### src/hw/rtl/mif_pkg.sv
`default_nettype none
package mif_pkg;
   typedef enum logic [3:0] {
      KIND_STORE_LE = 4'd0, KIND_STORE_BE = 4'd1, KIND_STORE_OTHER = 4'd2,
      KIND_CLAIM = 4'd3, KIND_WR_PEND = 4'd4, KIND_WR_EN = 4'd5,
      KIND_RD_PEND = 4'd6, KIND_RD_EN = 4'd7, KIND_LOAD = 4'd8
   } kind_type;

   localparam int ID_W = 11;
   localparam logic [3:0] PAGE_ACCESS_BYTES = 4'd4;

   // register byte addresses
   localparam logic [2:0] CSR_ADDR_DELIVERY = 3'd0;
   localparam logic [2:0] CSR_ADDR_THRESHOLD = 3'd4;

   typedef enum logic [2:0] {
      OP_NONE, OP_SET, OP_CLR, OP_WR_PEND, OP_WR_EN, OP_RD_PEND, OP_RD_EN
   } op_type;

   // one classified item
   typedef struct packed {
      op_type      op;
      logic        ok;
      logic [4:0]  widx;
      logic [5:0]  bidx;
      logic [63:0] data;
   } cmd_type;

   localparam int CMD_W = $bits(cmd_type);
endpackage
`default_nettype wire

### src/hw/rtl/mif_front.sv
`default_nettype none
module mif_front
   import mif_pkg::*;
#(
   parameter int NUM_WORDS = 32
) (
   input  wire logic        clock,
   input  wire logic        reset,
   input  wire logic        in_valid,
   output logic             in_ready,
   input  wire logic [3:0]  kind,
   input  wire logic [3:0]  access_size,
   input  wire logic [31:0] store_data,
   input  wire logic [10:0] claim_id,
   input  wire logic [4:0]  word_index,
   input  wire logic [63:0] word_data,
   output logic             q_valid,
   input  wire logic        q_ready,
   output cmd_type          q_cmd
);
   cmd_type    cmd;
   logic [31:0] id;
   logic        id_ok;
   logic        page;

   always_comb begin
      cmd = '0;
      cmd.op = OP_NONE;
      cmd.ok = 1'b1;
      cmd.widx = word_index;
      cmd.data = word_data;
      page = (kind == KIND_STORE_LE) || (kind == KIND_STORE_BE) ||
             (kind == KIND_STORE_OTHER) || (kind == KIND_LOAD);
      id = (kind == KIND_STORE_BE) ?
           {store_data[7:0], store_data[15:8], store_data[23:16], store_data[31:24]} :
           store_data;
      if (kind == KIND_CLAIM) id = {21'd0, claim_id};
      id_ok = (id != 32'd0) && (id < 32'(64 * NUM_WORDS));
      if (page && access_size != PAGE_ACCESS_BYTES) begin
         cmd.ok = 1'b0;
      end else begin
         case (kind)
            KIND_STORE_LE, KIND_STORE_BE, KIND_CLAIM: begin
               if (id_ok) begin
                  cmd.op = (kind == KIND_CLAIM) ? OP_CLR : OP_SET;
                  cmd.widx = id[10:6];
                  cmd.bidx = id[5:0];
               end
            end
            KIND_WR_PEND: cmd.op = OP_WR_PEND;
            KIND_WR_EN:   cmd.op = OP_WR_EN;
            KIND_RD_PEND: cmd.op = OP_RD_PEND;
            KIND_RD_EN:   cmd.op = OP_RD_EN;
            default:      cmd.op = OP_NONE;
         endcase
      end
   end

   // two-entry queue
   cmd_type    q_mem_ff [2];
   logic [1:0] cnt_ff, cnt_in;
   logic       rd_ptr_ff, wr_ptr_ff;
   logic       push, pop;

   assign in_ready = (cnt_ff != 2'd2);
   assign push = in_valid && in_ready;
   assign q_valid = (cnt_ff != 2'd0);
   assign pop = q_valid && q_ready;
   assign q_cmd = q_mem_ff[rd_ptr_ff];
   assign cnt_in = cnt_ff + 2'(push) - 2'(pop);

   always_ff @(posedge clock) begin
      if (reset) begin
         cnt_ff <= '0;
         rd_ptr_ff <= 1'b0;
         wr_ptr_ff <= 1'b0;
      end else begin
         cnt_ff <= cnt_in;
         if (push) wr_ptr_ff <= ~wr_ptr_ff;
         if (pop) rd_ptr_ff <= ~rd_ptr_ff;
      end
      if (push) q_mem_ff[wr_ptr_ff] <= cmd;
   end
endmodule
`default_nettype wire

### config.mk
export PLATFORM = sky130hd
export DESIGN_NAME = mif_front
export DESIGN_NICKNAME = d
export VERILOG_FILES = /design/src/hw/rtl/mif_pkg.sv /design/src/hw/rtl/mif_front.sv
export SDC_FILE = /design/constraint.sdc
export NUM_CORES = 1
export LEC_CHECK = 0
export BUFFER_PORTS_ARGS = -buffer_cell sky130_fd_sc_hd__buf_4
export CAP_MARGIN = 10
export CORE_MARGIN = 10
export CORE_UTILIZATION = 36
export DETAILED_ROUTE_END_ITERATION = 10
export PLACE_DENSITY = 0.61
export SKIP_CTS_REPAIR_TIMING = 1
export SYNTH_ARGS = -nofsm -noshare
export SYNTH_HDL_FRONTEND = slang
export SYNTH_SLANG_ARGS = --single-unit
### constraint.sdc
create_clock -name clock -period 5.4 [get_ports clock]
set_input_delay 1.08 -clock clock [delete_from_list [all_inputs] [get_ports clock]]
set_output_delay 1.08 -clock clock [all_outputs]
set_load 0.01 [all_outputs]
# After elaboration in Yosys (flattened, before gate mapping)
# Memory sizes are Yosys's and may differ from the RTL's. A register that Yosys moved wholly into a read port is not among the register bits.
# Cells that the tools add are included.
dict set report word_totals {
  reg_bits 4
  mem_bits_rw 158
  in_bits 124
  out_inout_bits 81
  word_cells 44
  memories 1
}
dict set report classes {
  add_sub_neg 2
  order_cmp 1
  eq_ne 10
  mux 14
  bitwise 2
  reduce_logical 11
}
# memory words width rd rd_ports_with_merged_regs write_ports line
set memory_table {}
lappend memory_table {q_mem_ff 2 79 1 1 1 mif_front.sv:60} ;# cmd_type q_mem_ff [2];
# operator n
set ops {}
lappend ops {{2-to-1 mux 32 bit} 2}
lappend ops {{2-to-1 mux 11 bit} 3}
lappend ops {{less-than comparator 32 x 12 -> 1 bit, second input constant} 1}
lappend ops {{nonzero test 32 bit} 1}
lappend ops {{== test 4 x 3 -> 1 bit, second input constant} 4}
lappend ops {{one-hot mux 3 bit (5 select lines)} 1}
lappend ops {{== test 4 x 2 -> 1 bit, second input constant} 2}
lappend ops {{2-to-1 mux 1 bit} 5}
lappend ops {{== test 4 x 1 -> 1 bit, second input constant} 1}
lappend ops {{== test 4 bit, second input constant} 1}
lappend ops {{logical AND 1 bit} 4}
lappend ops {{zero test 4 bit} 1}
lappend ops {{2-to-1 mux 2 bit} 2}
lappend ops {{!= test 4 x 3 -> 1 bit, second input constant} 1}
lappend ops {{logical OR 1 bit} 3}
lappend ops {{2-to-1 mux 3 bit} 1}
lappend ops {{OR reduction 3 bit} 1}
lappend ops {{adder 2 x 1 -> 2 bit} 1}
lappend ops {{!= test 2 bit, second input constant} 1}
lappend ops {{NOT 1 bit} 2}
lappend ops {{nonzero test 2 bit} 1}
lappend ops {{subtractor 2 x 1 -> 2 bit} 1}

# Logic depth before layout (Yosys ltp)
# Gate-level depths: netlist of run 1.
dict set report logic_depth {
  word_depth 8
  mapped_depth 8
  depth_no_buf 8
}

# Least setup slack after synthesis of run 1
# Ideal clock, no wire load.
dict set report synth_path {
  path_kind {in2reg}
  start {in in_valid}
  end {mem q_mem_ff[0][0] (netlist bit) (enable)}
  setup_time_ns 0.517
  arrival_time_ns 4.470
  required_time_ns 4.883
  setup_slack_ns 0.413
  stages 2
  path_buffers 0
  cell_sequence {nand2_1 > nor2_1}
}
dict set report synth_between {
  elab_chain_cells 3
}
# element line
set synth_rtl {}
lappend synth_rtl {{start: declaration} mif_front.sv:9} ;# input wire logic in_valid,
lappend synth_rtl {{logical AND 1 bit} mif_front.sv:66} ;# assign push = in_valid && in_ready;
lappend synth_rtl {{2-to-1 mux 1 bit} mif_front.sv:82} ;# if (push) q_mem_ff[wr_ptr_ff] <= cmd;
lappend synth_rtl {{2-to-1 mux 1 bit (implied by the code)} mif_front.sv:82}
lappend synth_rtl {{end: declaration} mif_front.sv:60}
# Every way passes these cells.

==> impl_results.html, run 1 <==
<table>
<tr><th>Metric</th><th>Value</th></tr>
<tr><th colspan="2">Final layout</th></tr>
<tr><td>Commonest non-fill, non-tap cells in the layout</td><td>buf_4, edfxtp_1, mux2_2</td></tr>
<tr><td>Most common library cell in the layout ignoring fill and taps</td><td>buf_4</td></tr>
<tr><td>Number of antenna repair diodes</td><td>0</td></tr>
<tr><td>Post-synthesis to final-layout area growth</td><td>36.2%</td></tr>
<tr><td>Net count of the finished layout</td><td>715</td></tr>
<tr><td>Layout cell share with drive strength beyond 1</td><td>0.555</td></tr>
<tr><td>Final standard cell count with taps included and fillers excluded</td><td>831</td></tr>
<tr><th colspan="2">Detailed routing</th></tr>
<tr><td>DRT Wirelength</td><td>16200 µm</td></tr>
<tr><td>Number of vias in the routed layout</td><td>3990</td></tr>
<tr><td>Detailed-routing iteration count for the pre-antenna-repair pass</td><td>4</td></tr>
<tr><td>Iter 0 DRT Violations</td><td>199</td></tr>
<tr><td>Drt wl/cell</td><td>19.4 µm</td></tr>
<tr><td>Antenna Nets Post-Route</td><td>0</td></tr>
<tr><td>DRC</td><td>0</td></tr>
<tr><td>Mean number of vias per cell</td><td>4.80</td></tr>
<tr><th colspan="2">Critical path</th></tr>
<tr><td>End of the worst register-to-register path</td><td>q_mem_ff[0][49]$_DFFE_PP_</td></tr>
<tr><td>CP Cell Sequence</td><td>mux2_2 &gt; buf_4</td></tr>
<tr><td>Count of buffering cells on the critical path with inverters included</td><td>1</td></tr>
<tr><td>Worst path depth</td><td>2</td></tr>
<tr><td>Critical-path cell with the highest stage delay</td><td>dfxtp_4</td></tr>
<tr><td>Crit path DAT</td><td>2100 ps</td></tr>
<tr><td>Required arrival time at the worst endpoint</td><td>4320 ps</td></tr>
<tr><td>Launching element type of the critical path</td><td>flop</td></tr>
<tr><td>CP peak stage delay</td><td>1070 ps</td></tr>
<tr><td>Kind of cell adding the most delay to the critical path</td><td>flip-flops</td></tr>
<tr><td>Worst Path Max Fanout</td><td>79</td></tr>
<tr><td>Critical path destination</td><td>q_cmd[53]</td></tr>
<tr><td>Worst r2r path cells</td><td>4</td></tr>
<tr><td>Startpoint of the worst-slack reg-to-reg timing path</td><td>cnt_ff[0]$_SDFF_PP0_</td></tr>
<tr><td>Critical path class</td><td>flop to output pin</td></tr>
<tr><td>Kind of end point of the critical path</td><td>output pin</td></tr>
<tr><td>Setup slack of the most critical reg-to-reg path</td><td>3230 ps</td></tr>
<tr><th colspan="2">Floorplan</th></tr>
<tr><td>Horizontal extent of the die</td><td>156 µm</td></tr>
<tr><td>Starting density of the core</td><td>0.368</td></tr>
<tr><td>Count of standard-cell rows</td><td>49</td></tr>
<tr><td>DIE AREA</td><td>24300 µm²</td></tr>
<tr><td>Die boundary height</td><td>156 µm</td></tr>
<tr><td>I/O pin total</td><td>205</td></tr>
<tr><td>Area of the core</td><td>18100 µm²</td></tr>
<tr><th colspan="2">Synth</th></tr>
<tr><td>Synthesized flop and latch total</td><td>163</td></tr>
<tr><td>Mapped Avg Cell Area</td><td>17.7 µm²</td></tr>
<tr><td>Cell Area, Synth</td><td>6660 µm²</td></tr>
<tr><td>Syn Inst Count</td><td>377</td></tr>
<tr><td>Yosys warns</td><td>0</td></tr>
<tr><td>Post-Syn Nets</td><td>503</td></tr>
<tr><td>Post-synthesis sequential area ratio</td><td>0.727</td></tr>
<tr><td>Synth unique cells</td><td>49</td></tr>
<tr><th colspan="2">Placed design</th></tr>
<tr><td>Final Wtd Congestion</td><td>0.883</td></tr>
<tr><td>Number of input and output port buffers inserted</td><td>204</td></tr>
<tr><td>Cells after DPL</td><td>799</td></tr>
<tr><td>Half-perimeter wire length after detailed placement</td><td>11800 µm</td></tr>
<tr><th colspan="2">STA</th></tr>
<tr><td>Post-Route Setup TNS</td><td>0 ps</td></tr>
<tr><td>Relative slew margins</td><td>0.286</td></tr>
<tr><td>Final max-slew violation count</td><td>0</td></tr>
<tr><td>Tcrit/Tclk final</td><td>0.589</td></tr>
<tr><td>Endpoints failing hold</td><td>0</td></tr>
<tr><td>Achievable Freq</td><td>314 MHz</td></tr>
<tr><td>Worst-case clock skew</td><td>6.23 ps</td></tr>
<tr><td>Setup repair after global routing missed its margin</td><td>false</td></tr>
<tr><td>Worst-margin pin slew</td><td>1070 ps</td></tr>
<tr><td>Setup violators final</td><td>0</td></tr>
<tr><td>Final period demand of the worst path</td><td>3180 ps</td></tr>
<tr><th colspan="2">Clocking</th></tr>
<tr><td>Number of levels the H-tree was split into</td><td>4</td></tr>
<tr><td>Total clock sinks</td><td>163</td></tr>
<tr><td>Number of buffers added by the clock tree synthesis step</td><td>17</td></tr>
<tr><td>Clock insertion delay at the later pin of the skew report</td><td>410 ps</td></tr>
<tr><td>TritonCTS clock tree</td><td>done</td></tr>
<tr><td>CTS root buffer</td><td>clkbuf_16</td></tr>
<tr><td>Reg clk slew, reported paths</td><td>60 ps</td></tr>
<tr><td>Max Root-Sink Buffers</td><td>2</td></tr>
<tr><th colspan="2">GRT</th></tr>
<tr><td>Met2 Usage GRT</td><td>0.207</td></tr>
<tr><td>Global routing met1 resource utilization</td><td>0.154</td></tr>
<tr><td>Number of antenna violations at the first check in global routing</td><td>0</td></tr>
<tr><td>Global-route wire length before repair</td><td>24600 µm</td></tr>
<tr><td>Total gr overflow</td><td>0</td></tr>
<tr><td>Number of global-route vias before repair</td><td>4417</td></tr>
<tr><td>Pin count of the biggest net entering global routing</td><td>80</td></tr>
<tr><td>GR met3 Demand/Resource</td><td>0.0673</td></tr>
<tr><td>Layer carrying the most global-route usage</td><td>met2</td></tr>
<tr><td>Total routing usage reported by global routing</td><td>0.131</td></tr>
<tr><th colspan="2">Job</th></tr>
<tr><td>Max Cap Viol</td><td>0</td></tr>
<tr><th colspan="2">Hold path</th></tr>
<tr><td>Path class of the lowest-slack min-delay path</td><td>flop to flop</td></tr>
<tr><th colspan="2">Power</th></tr>
<tr><td>Power per Cell Area</td><td>430 nW/µm²</td></tr>
<tr><td>Peak supply drop</td><td>0.197 mV</td></tr>
<tr><td>Power after layout</td><td>3.90 mW</td></tr>
<tr><td>Leak</td><td>3.44 nW</td></tr>
<tr><th colspan="2">Run status</th></tr>
<tr><td>Result of the run</td><td>complete, no violations</td></tr>
</table>
-- final cells by class --
class / instances / area (µm²)
inverter: 2 / 7.51
clock inverter: 15 / 179
multi-input combinational: 198 / 1760
fill: 1551 / 9010
timing repair buffer: 207 / 1570
sequential: 163 / 4850
clock buffer: 17 / 425
tap: 229 / 287
-- worst register-to-register path: cells and delay by family, from the launching register on --
kind | cells | cell delay, ps
flip-flops | 1 | 340
buffers and inverters | 1 | 380
AND/OR/NAND/NOR | 3 | 1110
-- flip-flops by register name (all words and copies together), names as in the netlist, named ones only --
signal	flops
q_mem_ff	158
rd_ptr_ff	1
wr_ptr_ff	1
cnt_ff	2
-- where the power goes --
part	internal, mW	switching, mW
Sequential	1.61	0.116
Combinational	0.527	0.435
Clock	0.731	0.486
Total	2.86	1.04
-- worst min path at each step --
stage	endpoint	startpoint	cells after the start
global placement	rd_ptr_ff$_SDFFE_PP0P_	rd_ptr_ff$_SDFFE_PP0P_	2
global route	flop	rd_ptr_ff$_SDFFE_PP0P_	2
floorplan	flop	rd_ptr_ff$_SDFFE_PP0P_	2
finish	flop	rd_ptr_ff$_SDFFE_PP0P_	2
CTS	flop	rd_ptr_ff$_SDFFE_PP0P_	2
detailed placement	flop	rd_ptr_ff$_SDFFE_PP0P_	2
-- layer usage --
layer / vias up / wire length (µm)
li1: 1905 / -
met1: 1904 / 6640
met2: 171 / 7650
met3: 10 / 1760
met4: 0 / 113
met5: - / 0
-- cells in the mapped netlist, drive strengths merged --
cell type | n | share of area
edfxtp | 158 | 0.71
mux2 | 86 | 0.15
nor2 | 22 | 0.012
nand2 | 11 | 0.0062
mux2i | 10 | 0.015
a21oi | 8 | 0.0083
clkbuf | 8 | 0.0045
o21ai | 8 | 0.0060
buf | 6 | 0.0049
a211oi | 5 | 0.0075
dfxtp | 5 | 0.015
nor4 | 5 | 0.0070
nand2b | 4 | 0.0038
nor3 | 4 | 0.0030
a31oi | 3 | 0.0038
nand4 | 3 | 0.0028
and3 | 2 | 0.0019
ha | 2 | 0.0038
inv | 2 | 0.0011
nor2b | 2 | 0.0019
o211a | 2 | 0.0030
xnor2 | 2 | 0.0026
xor2 | 2 | 0.0026
a2111oi | 1 | 0.0013
a21o | 1 | 0.0011
a31o | 1 | 0.0013
a32oi | 1 | 0.0013
and2 | 1 | 0.00094
maj3 | 1 | 0.0015
nor3b | 1 | 0.0019
nor4b | 1 | 0.0013
nor4bb | 1 | 0.0015
o211ai | 1 | 0.0011
o21bai | 1 | 0.0011
o221ai | 1 | 0.0013
o32ai | 1 | 0.0013
or2 | 1 | 0.00094
or3 | 1 | 0.00094
or3b | 1 | 0.0013
or4b | 1 | 0.0021
-- cell families (layout without fill, tap and decap cells) --
family | Yosys count | count (layout) | synth area share
AND/OR/NAND/NOR | 61 | 61 | 0.0498
AO/OA/AOI/OAI | 34 | 34 | 0.0385
adder cells (fa/ha/maj) | 3 | 3 | 0.00526
buffers and inverters | 16 | 241 | 0.0105
multiplexers | 96 | 96 | 0.163
XOR/XNOR | 4 | 4 | 0.00526
flip-flops | 163 | 163 | 0.727
-- through the flow --
step	area (µm²)	hold slack, ps	utilization	setup slack [ps]
after floorplan	6660	481	-	413
after global placement	8470	500	0.468	2040
after detailed placement	8470	515	0.468	2000
after CTS	9070	548	0.502	2150
after global routing	9070	587	0.502	2080
final	9070	548	0.502	2220
No activity file was read; power rests on OpenSTA's default activity.
==> run 2, diff against run 1 <==
--- a/config.mk
+++ b/config.mk
@@ -10,7 +10,7 @@
 export CORE_MARGIN = 10
 export CORE_UTILIZATION = 36
 export DETAILED_ROUTE_END_ITERATION = 10
-export PLACE_DENSITY = 0.61
+export PLACE_DENSITY = 0.63
 export SKIP_CTS_REPAIR_TIMING = 1
 export SYNTH_ARGS = -nofsm -noshare
 export SYNTH_HDL_FRONTEND = slang
==> constraint.sdc (replaced) <==
create_clock -name clock -period 2.8 [get_ports clock]
set_input_delay 0.56 -clock clock [delete_from_list [all_inputs] [get_ports clock]]
set_output_delay 0.56 -clock clock [all_outputs]
set_load 0.01 [all_outputs]
==> run 2 against run 1 <==
Core utilization rose by 0.29 points. Non-clock buffer count rose by 12. Combinational power rose by 110%. Largest cell class unchanged. Clock power rose by 82%. First-iteration DRC count fell by 7.5%. Largest power group unchanged. Worst hold slack got worse by 220 ps. Clock skew barely moved. Total power rose by 90%. Sequential power rose by 87%. Global-route usage rose by 0.095 points.
==> impl_results.html, run 2 (synthesis gave the netlist of run 1 again) <==
<table>
<tr><th>Metric</th><th>Value</th></tr>
<tr><th colspan="2">Detailed routing</th></tr>
<tr><td>Antenna Nets Post-Route</td><td>0 (unchanged)</td></tr>
<tr><td>Drt wl/cell</td><td>19.5 µm (was 19.4 µm)</td></tr>
<tr><td>DRC</td><td>0 (unchanged)</td></tr>
<tr><td>DRT Wirelength</td><td>16500 µm (was 16200 µm)</td></tr>
<tr><td>Mean number of vias per cell</td><td>4.90 (was 4.80)</td></tr>
<tr><td>Iter 0 DRT Violations</td><td>184 (was 199)</td></tr>
<tr><td>Number of vias in the routed layout</td><td>4131 (was 3990)</td></tr>
<tr><td>Detailed-routing iteration count for the pre-antenna-repair pass</td><td>4 (unchanged)</td></tr>
<tr><th colspan="2">STA</th></tr>
<tr><td>Setup repair after global routing missed its margin</td><td>false (unchanged)</td></tr>
<tr><td>Setup violators final</td><td>0 (unchanged)</td></tr>
<tr><td>Tightest hold margin</td><td>323 ps (was 548 ps)</td></tr>
<tr><td>Slack of the critical path</td><td>407 ps (was 2220 ps)</td></tr>
<tr><td>Endpoints failing hold</td><td>0 (unchanged)</td></tr>
<tr><td>Final period demand of the worst path</td><td>2390 ps</td></tr>
<tr><td>Achievable Freq</td><td>418 MHz</td></tr>
<tr><td>Worst-margin pin slew</td><td>707 ps (was 1070 ps)</td></tr>
<tr><td>Worst-case clock skew</td><td>6.01 ps (was 6.23 ps)</td></tr>
<tr><td>Post-Route Setup TNS</td><td>0 ps (unchanged)</td></tr>
<tr><td>Relative slew margins</td><td>0.529 (was 0.286)</td></tr>
<tr><td>Final max-slew violation count</td><td>0 (unchanged)</td></tr>
<tr><td>Tcrit/Tclk final</td><td>0.855</td></tr>
<tr><th colspan="2">Critical path</th></tr>
<tr><td>CP dominant cell by count</td><td>buf_4</td></tr>
<tr><td>Crit path DAT</td><td>1830 ps (was 2100 ps)</td></tr>
<tr><td>Launching element type of the critical path</td><td>flop (unchanged)</td></tr>
<tr><td>Critical-path cell with the highest stage delay</td><td>dfxtp_4 (unchanged)</td></tr>
<tr><td>Worst Path Max Fanout</td><td>24 (was 79)</td></tr>
<tr><td>CP peak stage delay</td><td>560 ps (was 1070 ps)</td></tr>
<tr><td>Critical path class</td><td>flop to output pin (unchanged)</td></tr>
<tr><td>Count of buffering cells on the critical path with inverters included</td><td>2 (was 1)</td></tr>
<tr><td>Required arrival time at the worst endpoint</td><td>2240 ps (was 4320 ps)</td></tr>
<tr><td>CP Cell Sequence</td><td>buf_4 &gt; mux2_2 &gt; buf_4 (was mux2_2 &gt; buf_4)</td></tr>
<tr><td>Kind of end point of the critical path</td><td>output pin (unchanged)</td></tr>
<tr><td>Kind of cell adding the most delay to the critical path</td><td>flip-flops (unchanged)</td></tr>
<tr><th colspan="2">Final layout</th></tr>
<tr><td>Total area of multi-input combinational cells</td><td>1760 µm² (unchanged)</td></tr>
<tr><td>Largest register FFs</td><td>158 (unchanged)</td></tr>
<tr><td>Net count of the finished layout</td><td>727 (was 715)</td></tr>
<tr><td>Most common library cell in the layout ignoring fill and taps</td><td>buf_4 (unchanged)</td></tr>
<tr><td>Number of fill cells</td><td>1542 (was 1551)</td></tr>
<tr><td>Commonest non-fill, non-tap cells in the layout</td><td>buf_4, edfxtp_1, mux2_2 (unchanged)</td></tr>
<tr><td>Post-synthesis to final-layout area growth</td><td>37.0% (was 36.2%)</td></tr>
<tr><td>Most flop-heavy register</td><td>q_mem_ff (unchanged)</td></tr>
<tr><td>Footprint of the flip-flops and latches</td><td>4850 µm² (unchanged)</td></tr>
<tr><td>Final std cell area, no fill</td><td>9120 µm² (was 9070 µm²)</td></tr>
<tr><td>Layout cell share with drive strength beyond 1</td><td>0.560 (was 0.555)</td></tr>
<tr><td>Number of antenna repair diodes</td><td>0 (unchanged)</td></tr>
<tr><td>Largest registers</td><td>q_mem_ff x158, cnt_ff x2 (unchanged)</td></tr>
<tr><th colspan="2">Floorplan</th></tr>
<tr><td>Die boundary height</td><td>156 µm (unchanged)</td></tr>
<tr><td>DIE AREA</td><td>24300 µm² (unchanged)</td></tr>
<tr><td>Area of the core</td><td>18100 µm² (unchanged)</td></tr>
<tr><td>Horizontal extent of the die</td><td>156 µm (unchanged)</td></tr>
<tr><td>I/O pin total</td><td>205 (unchanged)</td></tr>
<tr><td>Starting density of the core</td><td>0.368 (unchanged)</td></tr>
<tr><td>Count of standard-cell rows</td><td>49 (unchanged)</td></tr>
<tr><th colspan="2">Clocking</th></tr>
<tr><td>Number of levels the H-tree was split into</td><td>4 (unchanged)</td></tr>
<tr><td>Clock insertion delay at the later pin of the skew report</td><td>410 ps (about the same)</td></tr>
<tr><td>TritonCTS clock tree</td><td>done (unchanged)</td></tr>
<tr><td>Total clock sinks</td><td>163 (unchanged)</td></tr>
<tr><td>Max Root-Sink Buffers</td><td>2 (unchanged)</td></tr>
<tr><td>Reg clk slew, reported paths</td><td>60 ps (about the same)</td></tr>
<tr><td>CTS root buffer</td><td>clkbuf_16 (unchanged)</td></tr>
<tr><td>Number of buffers added by the clock tree synthesis step</td><td>17 (unchanged)</td></tr>
<tr><th colspan="2">GRT</th></tr>
<tr><td>Number of antenna violations at the first check in global routing</td><td>0 (unchanged)</td></tr>
<tr><td>Global-route wire length before repair</td><td>24800 µm (was 24600 µm)</td></tr>
<tr><td>Total routing usage reported by global routing</td><td>0.132 (was 0.131)</td></tr>
<tr><td>Pin count of the biggest net entering global routing</td><td>52 (was 80)</td></tr>
<tr><td>Total gr overflow</td><td>0 (unchanged)</td></tr>
<tr><td>Number of global-route vias before repair</td><td>4457 (was 4417)</td></tr>
<tr><th colspan="2">Job</th></tr>
<tr><td>Max Cap Viol</td><td>0 (unchanged)</td></tr>
<tr><th colspan="2">Placed design</th></tr>
<tr><td>Post-Place Worst Slack</td><td>63.4 ps (was 2000 ps)</td></tr>
<tr><td>Final Wtd Congestion</td><td>0.887 (was 0.883)</td></tr>
<tr><td>Half-perimeter wire length after detailed placement</td><td>12400 µm (was 11800 µm)</td></tr>
<tr><td>Number of input and output port buffers inserted</td><td>204 (unchanged)</td></tr>
<tr><td>Placed Instance Area</td><td>8560 µm² (was 8470 µm²)</td></tr>
<tr><th colspan="2">Power</th></tr>
<tr><td>Peak supply drop</td><td>0.358 mV (was 0.197 mV)</td></tr>
<tr><td>Power per Cell Area</td><td>814 nW/µm² (was 430 nW/µm²)</td></tr>
<tr><td>Leak</td><td>3.48 nW (was 3.44 nW)</td></tr>
<tr><th colspan="2">Run status</th></tr>
<tr><td>Result of the run</td><td>complete, no violations (unchanged)</td></tr>
<tr><th colspan="2">Hold path</th></tr>
<tr><td>Path class of the lowest-slack min-delay path</td><td>primary input to flop (was flop to flop)</td></tr>
</table>
[run 2: worst paths after layout]
| path | cells after the start | end | start | slack (ps) |
|---|---|---|---|---|
| setup / recovery | 3 | q_cmd[7] | flop | 410 |
| hold / removal | 1 | q_mem_ff[1][63]$_DFFE_PP_ | word_data[63] | 320 |
| setup reg to reg | 8 | cnt_ff[1]$_SDFF_PP0_ | cnt_ff[1]$_SDFF_PP0_ | 1040 |
| hold reg to reg | 2 | rd_ptr_ff$_SDFFE_PP0P_ | rd_ptr_ff$_SDFFE_PP0P_ | 530 |
[run 2: final cells by class]
| type | count | area share |
|---|---|---|
| clock buffer | 19 | 0.0474 |
| multi-input combinational | 198 | 0.193 |
| tap | 229 | 0.0314 |
| clock inverter | 13 | 0.0147 |
| timing repair buffer | 219 | 0.182 |
| sequential | 163 | 0.531 |
| inverter | 2 | 0.000823 |
[run 2: worst reg2reg max path, stage by stage (launching register included)]
cell     delay (ps)
dfxtp_1         330
or2_2           300
and2_1          190
ha_1            270
inv_1            60
ha_1            150
xor2_1          180
xnor2_1         140
nor2_1           50
[run 2: through the flow]
stage                      util  instances  total power [mW]
after floorplan               -        377              4.27
after global placement    0.473        811              5.27
after detailed placement  0.473        811              5.31
after CTS                 0.504        843              7.56
after global routing      0.504        843              7.80
final                     0.504        843              7.43
[run 2: routing by layer]
| metal | share of wire | routed length [µm] | track usage |
|---|---|---|---|
| met1 | 0.40 | 6640 | 0.155 |
| met2 | 0.46 | 7620 | 0.204 |
| met3 | 0.12 | 1930 | 0.0673 |
| met4 | 0.017 | 272 | 0.0486 |
| met5 | 0 | 0 | 0 |
[run 2: power by group]
part,switching [mW],internal (mW)
clock network,0.913,1.31
logic,0.947,1.04
registers,0.123,3.10
